File: config.mk
export PLATFORM = sky130hd
export DESIGN_NAME = static_linked_list_engine_core
export DESIGN_NICKNAME = d
export VERILOG_FILES = /design/src/rtl/sll_pkg.sv /design/src/rtl/sll_ram.sv /design/src/rtl/static_linked_list_engine_core.sv
export SDC_FILE = /design/constraint.sdc
export NUM_CORES = 2
export LEC_CHECK = 0
export BUFFER_PORTS_ARGS = -buffer_cell sky130_fd_sc_hd__buf_4
export CAP_MARGIN = 20
export CORE_MARGIN = 2
export CORE_UTILIZATION = 57
export CTS_CLUSTER_DIAMETER = 150
export DETAILED_ROUTE_END_ITERATION = 8
export PLACE_DENSITY_LB_ADDON = 0.25
export SYNTH_ARGS = -nofsm -noshare
export SYNTH_HDL_FRONTEND = slang
export SYNTH_SLANG_ARGS = --single-unit
File: constraint.sdc
create_clock -name clk -period 6.4 [get_ports clk]
set_clock_uncertainty 0.05 [all_clocks]
set_input_delay 0.32 -clock clk [delete_from_list [all_inputs] [get_ports clk]]
set_output_delay 0.32 -clock clk [all_outputs]
set_load 0.005 [all_outputs]
File: src/rtl/sll_pkg.sv
// ----------------------------------------------------------------------------
// sll_pkg
// Shared field widths, operation codes and status codes for the linked list
// engine.
// ----------------------------------------------------------------------------
package sll_pkg;

  localparam int POS_W  = 7;
  localparam int VAL_W  = 32;
  localparam int STAT_W = 2;

  localparam logic OP_INSERT = 1'b0;
  localparam logic OP_DELETE = 1'b1;

  localparam logic [STAT_W-1:0] STAT_DONE  = 2'd0;
  localparam logic [STAT_W-1:0] STAT_RANGE = 2'd1;
  localparam logic [STAT_W-1:0] STAT_FULL  = 2'd2;

endpackage

File: src/rtl/sll_ram.sv
// ----------------------------------------------------------------------------
// sll_ram
// Simple dual-port synchronous memory: one write port, one read port with a
// registered read. Read data holds when not reading.
// ----------------------------------------------------------------------------
module sll_ram #(
  parameter int DEPTH = 64,
  parameter int WIDTH = 8
) (
  input  logic                     clk,
  input  logic                     we,
  input  logic [$clog2(DEPTH)-1:0] waddr,
  input  logic [WIDTH-1:0]         wdata,
  input  logic                     re,
  input  logic [$clog2(DEPTH)-1:0] raddr,
  output logic [WIDTH-1:0]         rdata
);

  logic [WIDTH-1:0] mem [DEPTH];
  logic [WIDTH-1:0] rdata_r;

  always_ff @(posedge clk) begin
    if (we) begin
      mem[waddr] <= wdata;
    end
  end

  always_ff @(posedge clk) begin
    if (re) begin
      rdata_r <= mem[raddr];
    end
  end

  assign rdata = rdata_r;

endmodule

File: src/rtl/static_linked_list_engine_core.sv
// Sequencing: a rejected transaction goes from idle to the result state and on to the
//   output register; an insert or delete walks from the list head, the pointer walk
//   reading one next link per cycle from the single-read-port link memory.
// Throughput: one transaction at a time, the next accepted the cycle after the
//   result has moved to the output register.
// Reset: a clearing pass over every link memory slot relinks the free list, in_stall high.
// ----------------------------------------------------------------------------
// static_linked_list_engine_core
// Array-backed singly linked list with a free list of slots, held in a link
// memory and a data memory, driven by a pointer-walking sequencer.
// ----------------------------------------------------------------------------
module static_linked_list_engine_core #(
  parameter int NODE_COUNT = 64
) (
  input  logic                              clk,
  input  logic                              rst_n,
  input  logic                              in_valid,
  output logic                              in_stall,
  input  logic                              in_operation,
  input  logic [sll_pkg::POS_W-1:0]         in_position,
  input  logic signed [sll_pkg::VAL_W-1:0]  in_value,
  output logic                              out_valid,
  input  logic                              out_stall,
  output logic [sll_pkg::STAT_W-1:0]        out_status,
  output logic signed [sll_pkg::VAL_W-1:0]  out_removed_value,
  output logic [sll_pkg::POS_W-1:0]         out_list_length
);

  import sll_pkg::*;

  localparam int LW = $clog2(NODE_COUNT + 1);
  localparam int AW = $clog2(NODE_COUNT);
  localparam int EW = ((LW > POS_W) ? LW : POS_W) + 1;
  localparam logic [LW-1:0] LAST_SLOT = LW'(NODE_COUNT);
  localparam logic [AW-1:0] LAST_IDX  = AW'(NODE_COUNT - 1);

  typedef enum logic [3:0] {
    S_CLEAR,
    S_IDLE,
    S_INS_FREE,
    S_WALK,
    S_LINK,
    S_INS_PRED,
    S_DEL_UNLINK,
    S_DEL_FREE,
    S_RESULT
  } state_t;

  state_t state_r, state_nxt;
  logic [AW-1:0]       clr_idx_r, clr_idx_nxt;
  logic [LW-1:0]       free_head_r, free_head_nxt;
  logic [LW-1:0]       list_head_r, list_head_nxt;
  logic [LW-1:0]       cnt_r, cnt_nxt;
  logic                op_r, op_nxt;
  logic [POS_W-1:0]    rem_r, rem_nxt;
  logic [LW-1:0]       prev_r, prev_nxt;
  logic [LW-1:0]       cur_r, cur_nxt;
  logic [LW-1:0]       new_free_r, new_free_nxt;
  logic                rd_zero_r, rd_zero_nxt;
  logic [STAT_W-1:0]   res_status_r, res_status_nxt;
  logic [VAL_W-1:0]    res_removed_r, res_removed_nxt;
  logic                out_valid_r, out_valid_nxt;
  logic [STAT_W-1:0]   out_status_r, out_status_nxt;
  logic [VAL_W-1:0]    out_removed_r, out_removed_nxt;
  logic [POS_W-1:0]    out_len_r, out_len_nxt;

  logic                lnk_we, lnk_re;
  logic [AW-1:0]       lnk_waddr;
  logic [LW-1:0]       lnk_wdata, lnk_rd_data, lnk_rd_link, rd_slot;
  logic                dat_we, dat_re;
  logic [AW-1:0]       dat_waddr;
  logic [VAL_W-1:0]    dat_rd_data;

  logic                bad_ins, bad_del;

  function automatic logic [AW-1:0] slot_idx(input logic [LW-1:0] slot);
    logic [LW-1:0] t;
    t = slot - LW'(1);
    return t[AW-1:0];
  endfunction

  // a link read from slot 0, or one that points beyond the last slot, counts as none
  assign lnk_rd_link = (rd_zero_r || (lnk_rd_data > LAST_SLOT)) ? '0 : lnk_rd_data;

  assign bad_ins = (in_position == '0) ||
                   (EW'(in_position) > (EW'(cnt_r) + EW'(1)));
  assign bad_del = (in_position == '0) || (EW'(in_position) > EW'(cnt_r));

  sll_ram #(.DEPTH(NODE_COUNT), .WIDTH(LW)) u_link_ram (
    .clk   (clk),
    .we    (lnk_we),
    .waddr (lnk_waddr),
    .wdata (lnk_wdata),
    .re    (lnk_re),
    .raddr (slot_idx(rd_slot)),
    .rdata (lnk_rd_data)
  );

  sll_ram #(.DEPTH(NODE_COUNT), .WIDTH(VAL_W)) u_data_ram (
    .clk   (clk),
    .we    (dat_we),
    .waddr (dat_waddr),
    .wdata (in_value),
    .re    (dat_re),
    .raddr (slot_idx(cur_r)),
    .rdata (dat_rd_data)
  );

  always_comb begin
    state_nxt       = state_r;
    clr_idx_nxt     = clr_idx_r;
    free_head_nxt   = free_head_r;
    list_head_nxt   = list_head_r;
    cnt_nxt         = cnt_r;
    op_nxt          = op_r;
    rem_nxt         = rem_r;
    prev_nxt        = prev_r;
    cur_nxt         = cur_r;
    new_free_nxt    = new_free_r;
    res_status_nxt  = res_status_r;
    res_removed_nxt = res_removed_r;
    out_valid_nxt   = out_valid_r;
    out_status_nxt  = out_status_r;
    out_removed_nxt = out_removed_r;
    out_len_nxt     = out_len_r;
    lnk_we    = 1'b0;
    lnk_waddr = '0;
    lnk_wdata = '0;
    lnk_re    = 1'b0;
    rd_slot   = '0;
    dat_we    = 1'b0;
    dat_waddr = slot_idx(free_head_r);
    dat_re    = 1'b0;

    if (out_valid_r && !out_stall) begin
      out_valid_nxt = 1'b0;
    end

    unique case (state_r)
      S_CLEAR: begin
        lnk_we    = 1'b1;
        lnk_waddr = clr_idx_r;
        lnk_wdata = (clr_idx_r == LAST_IDX) ? '0 : (LW'(clr_idx_r) + LW'(2));
        if (clr_idx_r == LAST_IDX) begin
          state_nxt = S_IDLE;
        end else begin
          clr_idx_nxt = clr_idx_r + AW'(1);
        end
      end
      S_IDLE: begin
        if (in_valid) begin
          op_nxt          = in_operation;
          res_status_nxt  = STAT_DONE;
          res_removed_nxt = '0;
          prev_nxt        = '0;
          cur_nxt         = list_head_r;
          rem_nxt         = in_position - POS_W'(1);
          if (in_operation == OP_INSERT) begin
            if (bad_ins) begin
              res_status_nxt = STAT_RANGE;
              state_nxt      = S_RESULT;
            end else if ((free_head_r == '0) || (free_head_r > LAST_SLOT)) begin
              res_status_nxt = STAT_FULL;
              state_nxt      = S_RESULT;
            end else begin
              lnk_re    = 1'b1;
              rd_slot   = free_head_r;
              dat_we    = 1'b1;
              state_nxt = S_INS_FREE;
            end
          end else begin
            if (bad_del) begin
              res_status_nxt = STAT_RANGE;
              state_nxt      = S_RESULT;
            end else if (in_position == POS_W'(1)) begin
              state_nxt = S_LINK;
            end else begin
              lnk_re    = 1'b1;
              rd_slot   = list_head_r;
              state_nxt = S_WALK;
            end
          end
        end
      end
      S_INS_FREE: begin
        new_free_nxt = lnk_rd_link;
        if (rem_r == '0) begin
          state_nxt = S_LINK;
        end else begin
          lnk_re    = 1'b1;
          rd_slot   = cur_r;
          state_nxt = S_WALK;
        end
      end
      S_WALK: begin
        // one link per cycle: the returned link addresses the next read
        prev_nxt = cur_r;
        cur_nxt  = lnk_rd_link;
        rem_nxt  = rem_r - POS_W'(1);
        if (rem_r == POS_W'(1)) begin
          state_nxt = S_LINK;
        end else begin
          lnk_re  = 1'b1;
          rd_slot = lnk_rd_link;
        end
      end
      S_LINK: begin
        if (op_r == OP_INSERT) begin
          lnk_we    = 1'b1;
          lnk_waddr = slot_idx(free_head_r);
          lnk_wdata = cur_r;
          if (prev_r == '0) begin
            list_head_nxt = free_head_r;
            free_head_nxt = new_free_r;
            cnt_nxt       = cnt_r + LW'(1);
            state_nxt     = S_RESULT;
          end else begin
            state_nxt = S_INS_PRED;
          end
        end else if (cur_r == '0) begin
          res_status_nxt = STAT_RANGE;
          state_nxt      = S_RESULT;
        end else begin
          lnk_re    = 1'b1;
          rd_slot   = cur_r;
          dat_re    = 1'b1;
          state_nxt = S_DEL_UNLINK;
        end
      end
      S_INS_PRED: begin
        lnk_we        = 1'b1;
        lnk_waddr     = slot_idx(prev_r);
        lnk_wdata     = free_head_r;
        free_head_nxt = new_free_r;
        cnt_nxt       = cnt_r + LW'(1);
        state_nxt     = S_RESULT;
      end
      S_DEL_UNLINK: begin
        res_removed_nxt = dat_rd_data;
        if (prev_r == '0) begin
          list_head_nxt = lnk_rd_link;
        end else begin
          lnk_we    = 1'b1;
          lnk_waddr = slot_idx(prev_r);
          lnk_wdata = lnk_rd_link;
        end
        state_nxt = S_DEL_FREE;
      end
      S_DEL_FREE: begin
        // freed slot goes back on top of the free list
        lnk_we        = 1'b1;
        lnk_waddr     = slot_idx(cur_r);
        lnk_wdata     = free_head_r;
        free_head_nxt = cur_r;
        cnt_nxt       = cnt_r - LW'(1);
        state_nxt     = S_RESULT;
      end
      S_RESULT: begin
        if (!out_valid_r || !out_stall) begin
          out_valid_nxt   = 1'b1;
          out_status_nxt  = res_status_r;
          out_removed_nxt = res_removed_r;
          out_len_nxt     = POS_W'(cnt_r);
          state_nxt       = S_IDLE;
        end
      end
      default: begin
        state_nxt = S_CLEAR;
      end
    endcase

    rd_zero_nxt = lnk_re ? (rd_slot == '0) : rd_zero_r;
  end

  always_ff @(posedge clk) begin
    if (!rst_n) begin
      state_r     <= S_CLEAR;
      clr_idx_r   <= '0;
      free_head_r <= LW'(1);
      list_head_r <= '0;
      cnt_r       <= '0;
      rd_zero_r   <= 1'b0;
      out_valid_r <= 1'b0;
    end else begin
      state_r       <= state_nxt;
      clr_idx_r     <= clr_idx_nxt;
      free_head_r   <= free_head_nxt;
      list_head_r   <= list_head_nxt;
      cnt_r         <= cnt_nxt;
      rd_zero_r     <= rd_zero_nxt;
      out_valid_r   <= out_valid_nxt;
      op_r          <= op_nxt;
      rem_r         <= rem_nxt;
      prev_r        <= prev_nxt;
      cur_r         <= cur_nxt;
      new_free_r    <= new_free_nxt;
      res_status_r  <= res_status_nxt;
      res_removed_r <= res_removed_nxt;
      out_status_r  <= out_status_nxt;
      out_removed_r <= out_removed_nxt;
      out_len_r     <= out_len_nxt;
    end
  end

  assign in_stall          = (state_r != S_IDLE);
  assign out_valid         = out_valid_r;
  assign out_status        = out_status_r;
  assign out_removed_value = out_removed_r;
  assign out_list_length   = out_len_r;

`ifndef SYNTH
  a_cnt_bound: assert property (@(posedge clk) disable iff (!rst_n)
    cnt_r <= LAST_SLOT)
    else $error("entry count above slot count");

  a_empty_free_full: assert property (@(posedge clk) disable iff (!rst_n)
    (free_head_r == '0) |-> (cnt_r == LAST_SLOT))
    else $error("free list empty while list not full");

  a_full_empty_free: assert property (@(posedge clk) disable iff (!rst_n)
    (cnt_r == LAST_SLOT) |-> (free_head_r == '0))
    else $error("slot leaked: list full but free list not empty");

  a_idle_no_write: assert property (@(posedge clk) disable iff (!rst_n)
    (state_r == S_IDLE) |-> !lnk_we)
    else $error("link memory written while idle");
`endif

endmodule

==> impl_metrics.yaml <==
status:
  run_status: "complete, no violations"
die:
  core_area_sq_um: 180700
  ioPinCount: 87
  start_util_pct: 57.35
  rows: 156
  die_h_um: 430.4
  dieArea_sq_um: 185300
  die_w_um: 430.4
synthesis:
  synth_cell_type_count: 82
  synth_top_area_share_pct: 76.45
  synth_warnings: 0
  synth_edf_count: 2639
  synth_top_area_cell: "edfxtp_1"
  async_reset_ff_share_pct: 0
  syn_nets: 4570
  synth_area_sq_um: 103700
  ys_ff_latch: 2672
  synth_cells: 4493
  avgSynthCellArea_sq_um: 23.07
  ys_top_cells_by_area: "edfxtp_1, mux4_2, nor2_1"
  ys_seq_area_share_pct: 77.09
  synthFlopType: "edfxtp_1"
setup_path:
  crit_family: "simple AND/OR/NAND/NOR gates"
  max_stage_delay_ns: 0.81
  cp.arrival_ns: 6.59
  slowest_stage: "xnor2_2"
  worstPathRequired_ns: 7.01
  cp_cell_sequence: "ha_1, and3_1, nand3_1, xnor2_1, ha_1, nand3_1, and3_1, nor3_1, a21boi_4, a221o_1, inv_6, ha_1, nand3_1, xnor2_2, buf_4, mux4_2, mux2i_1, o22ai_1"
  critPathKind: "reg2reg"
  start_kind: "flop"
  crit_path_max_fanout: 11
  crit_path_end_kind: "flop"
  path_buf_inv: 2
cts:
  insertion_delay_ns: 0.93
  cts_tree: "done"
  cts_root_buf: "clkbuf_16"
  clock_sinks: 2672
  htree_num_levels: 5
  clk_pin_slew_ns: 0.06
  numCtsBuffers: 280
  cts.path.max_buffers: 4
sta:
  final.period_utilization_pct: 93.42
  max-slew-margin-rel_pct: 22.25
  finalSetupViolations: 0
  hold_viol: 0
  setup_tns_ns: 0
  rsz0062_at_grt: "false"
  worst_pin_slew_ns: 1.166
  report.final.slew_viol_count: 0
  max_freq_mhz: 167.3
  min_period_ns: 5.979
place:
  place_congestion: 0.8826
  dp_hpwl_um: 134200
  placedCellCount: 6861
  postPlaceCellArea_sq_um: 108300
  portBuffers: 86
final_layout:
  nFillCells: 11300
  finalNonFillerCells: 7382
  area_growth_syn_to_layout_pct: 13.20
  finish.instance_area_sq_um: 117300
  drive_gt1_share_pct: 29.46
  finish.net_count: 4900
route:
  ant_nets: 0
  postRouteWirelength_um: 241600
  wl_per_cell_um: 32.73
  vias: 49380
  dr.pass1.iters: 9
  vias_per_cell: 6.689
  drc: 0
  drtIter0Drc: 6915
global_routing:
  grt-ovfl-total: 0
  grt_max_degree: 114
  grt_pass1_vias: 49330
  antenna_found_initial: 18
  grt_pass1_wl_um: 349900
  grt_usage_pct: 26.41
run:
  cap_violations: 0
power:
  p_leak_nw: 36.98
  p_per_area_nw_per_um2: 321.5
  peakVddDrop_v: 0.0002255
worst_hold_path:
  hold_path.class: "in2reg"
timing repair:
item / in CTS / in global routing
hold buffers: 47 / 0
buffers inserted: 0 / 0
endpoints found under the hold margin: 2063 / 0
gates resized for setup: 0 / 0
per-layer routing:
metal  track usage (%)  routed length [um]  vias to the layer above  share of wire, %
met5                 0                  13                        -            0.0054
met4             6.488                5018                        2               2.1
met3             5.407               24650                      369                10
met2             41.20              116700                     2777                48
met1             39.11               95170                    26410                39
li1                  -                   -                    19820                 -
Yosys cell counts (5+ instances only):
master and count:
inv_1 36, nor2b_1 10, o21ai_0 39, nor3b_1 7, mux2i_1 59, buf_2 10
nor3_1 13, buf_4 7, o22ai_1 8, nand4_1 11, and3_1 42, a311oi_1 13
dfxtp_1 33, and2_1 8, o211ai_1 5, xnor2_1 28, buf_1 37, nor4_1 7
mux4_1 11, nor2_1 200, mux4_2 780, ha_1 32, a211oi_1 6, or3_1 16
xor2_1 15, nand3_1 29, clkbuf_1 159, dlygate4sd1_1 5, a22o_1 6, edfxtp_1 2639
nand2b_1 7, nand2_1 94, a21oi_1 32
worst paths after layout:
| kind | depth (start not counted) | slack, ns | startpoint | to |
|---|---|---|---|---|
| max reg2reg | 18 | 0.42 | cnt_r[0]$_SDFFE_PN0P_ | u_link_ram.rdata[6]$_DFFE_PP_ |
| min | 3 | 0.17 | rst_n | free_head_r[0]$_SDFFE_PN1P_ |
| min reg2reg | 0 | 0.36 | res_removed_r[4]$_SDFFCE_PN0P_ | out_removed_value[4]$_DFFE_PP_ |
| max | 18 | 0.42 | cnt_r[0]$_SDFFE_PN0P_ | u_link_ram.rdata[6]$_DFFE_PP_ |
placed cells by master, fill, tap and decap left out, types with 7 or more instances in the layout:
| master | instances |
|---|---|
| nand4_1 | 11 |
| o21ai_0 | 37 |
| nor3_1 | 13 |
| nor2_4 | 66 |
| or3_1 | 16 |
| o22ai_1 | 8 |
| and3_1 | 42 |
| nor4_1 | 7 |
| nand2_1 | 93 |
| mux4_2 | 780 |
| mux4_1 | 11 |
| nor2_1 | 134 |
| inv_1 | 36 |
| xnor2_1 | 24 |
| nand2b_1 | 7 |
| a21oi_1 | 30 |
| xor2_1 | 14 |
| clkbuf_1 | 54 |
| clkinv_1 | 47 |
| dfxtp_1 | 32 |
| ha_1 | 31 |
| dlygate4sd3_1 | 47 |
| nor2b_1 | 9 |
| buf_12 | 29 |
| bufinv_16 | 21 |
| nand3_1 | 28 |
| buf_4 | 195 |
| mux2i_1 | 59 |
| and2_1 | 8 |
| a311oi_1 | 13 |
| edfxtp_1 | 2639 |
| clkbuf_16 | 285 |
| clkinv_2 | 51 |
where the power goes:
| group | total (W) | internal (W) | switching [W] |
|---|---|---|---|
| Combinational | 0.00276 | 0.00109 | 0.00167 |
| Sequential | 0.0196 | 0.0195 | 0.0000651 |
| Clock | 0.0154 | 0.00896 | 0.00639 |
logic make-up after synthesis:
logic type | Yosys count | share of synthesized area [%]
mux | 854 | 17.84
xor+xnor | 43 | 0.3634
buf+inv | 265 | 1.092
fa+ha+maj | 33 | 0.4056
simple gates | 461 | 2.096
flops | 2672 | 77.09
compound gates | 165 | 1.112
worst min-delay path, delay by kind of cell:
family	cells	cell delay, ns
compound gates	1	0.07
buf+inv	2	0.70
through the flow:
step           util (%)  hold WS [ns]  power [W]  setup slack, ns
2_1_floorplan         -        0.3503    0.02158          0.03835
3_3_place_gp      59.91        0.3548    0.02264           0.5644
3_5_place_dp      59.92        0.3545    0.02269           0.4618
4_1_cts           64.87        0.1161    0.03791           0.4670
5_1_grt           64.91        0.1504    0.03875           0.1369
6_report          64.92        0.1730    0.03772           0.4214
final cells by class:
type,instances,area (sq um),share of cell area [%]
multi-input cells,1556,23250,19.81
flip-flops and latches,2672,79910,68.10
inverters,40,157.7,0.1344
well taps,2370,2965,2.527
repair buffers,273,2570,2.190
clock inverters,125,1124,0.9576
diodes,6,15.01,0.01280
clock buffers,340,7348,6.263
state kept, by name, indices dropped and copies added (netlist names):
signal / flops
u_data_ram.mem: 2048
u_link_ram.mem: 448
out_removed_value: 32
res_removed_r: 32
u_data_ram.rdata: 32
cnt_r: 7
cur_r: 7
free_head_r: 7
list_head_r: 7
new_free_r: 7
out_list_length: 7
prev_r: 7
rem_r: 7
u_link_ram.rdata: 7
clr_idx_r: 6
state_r: 4
out_status: 2
res_status_r: 2
op_r: 1
out_valid: 1
rd_zero_r: 1
Note: power is estimated with default switching activity, not from simulation.
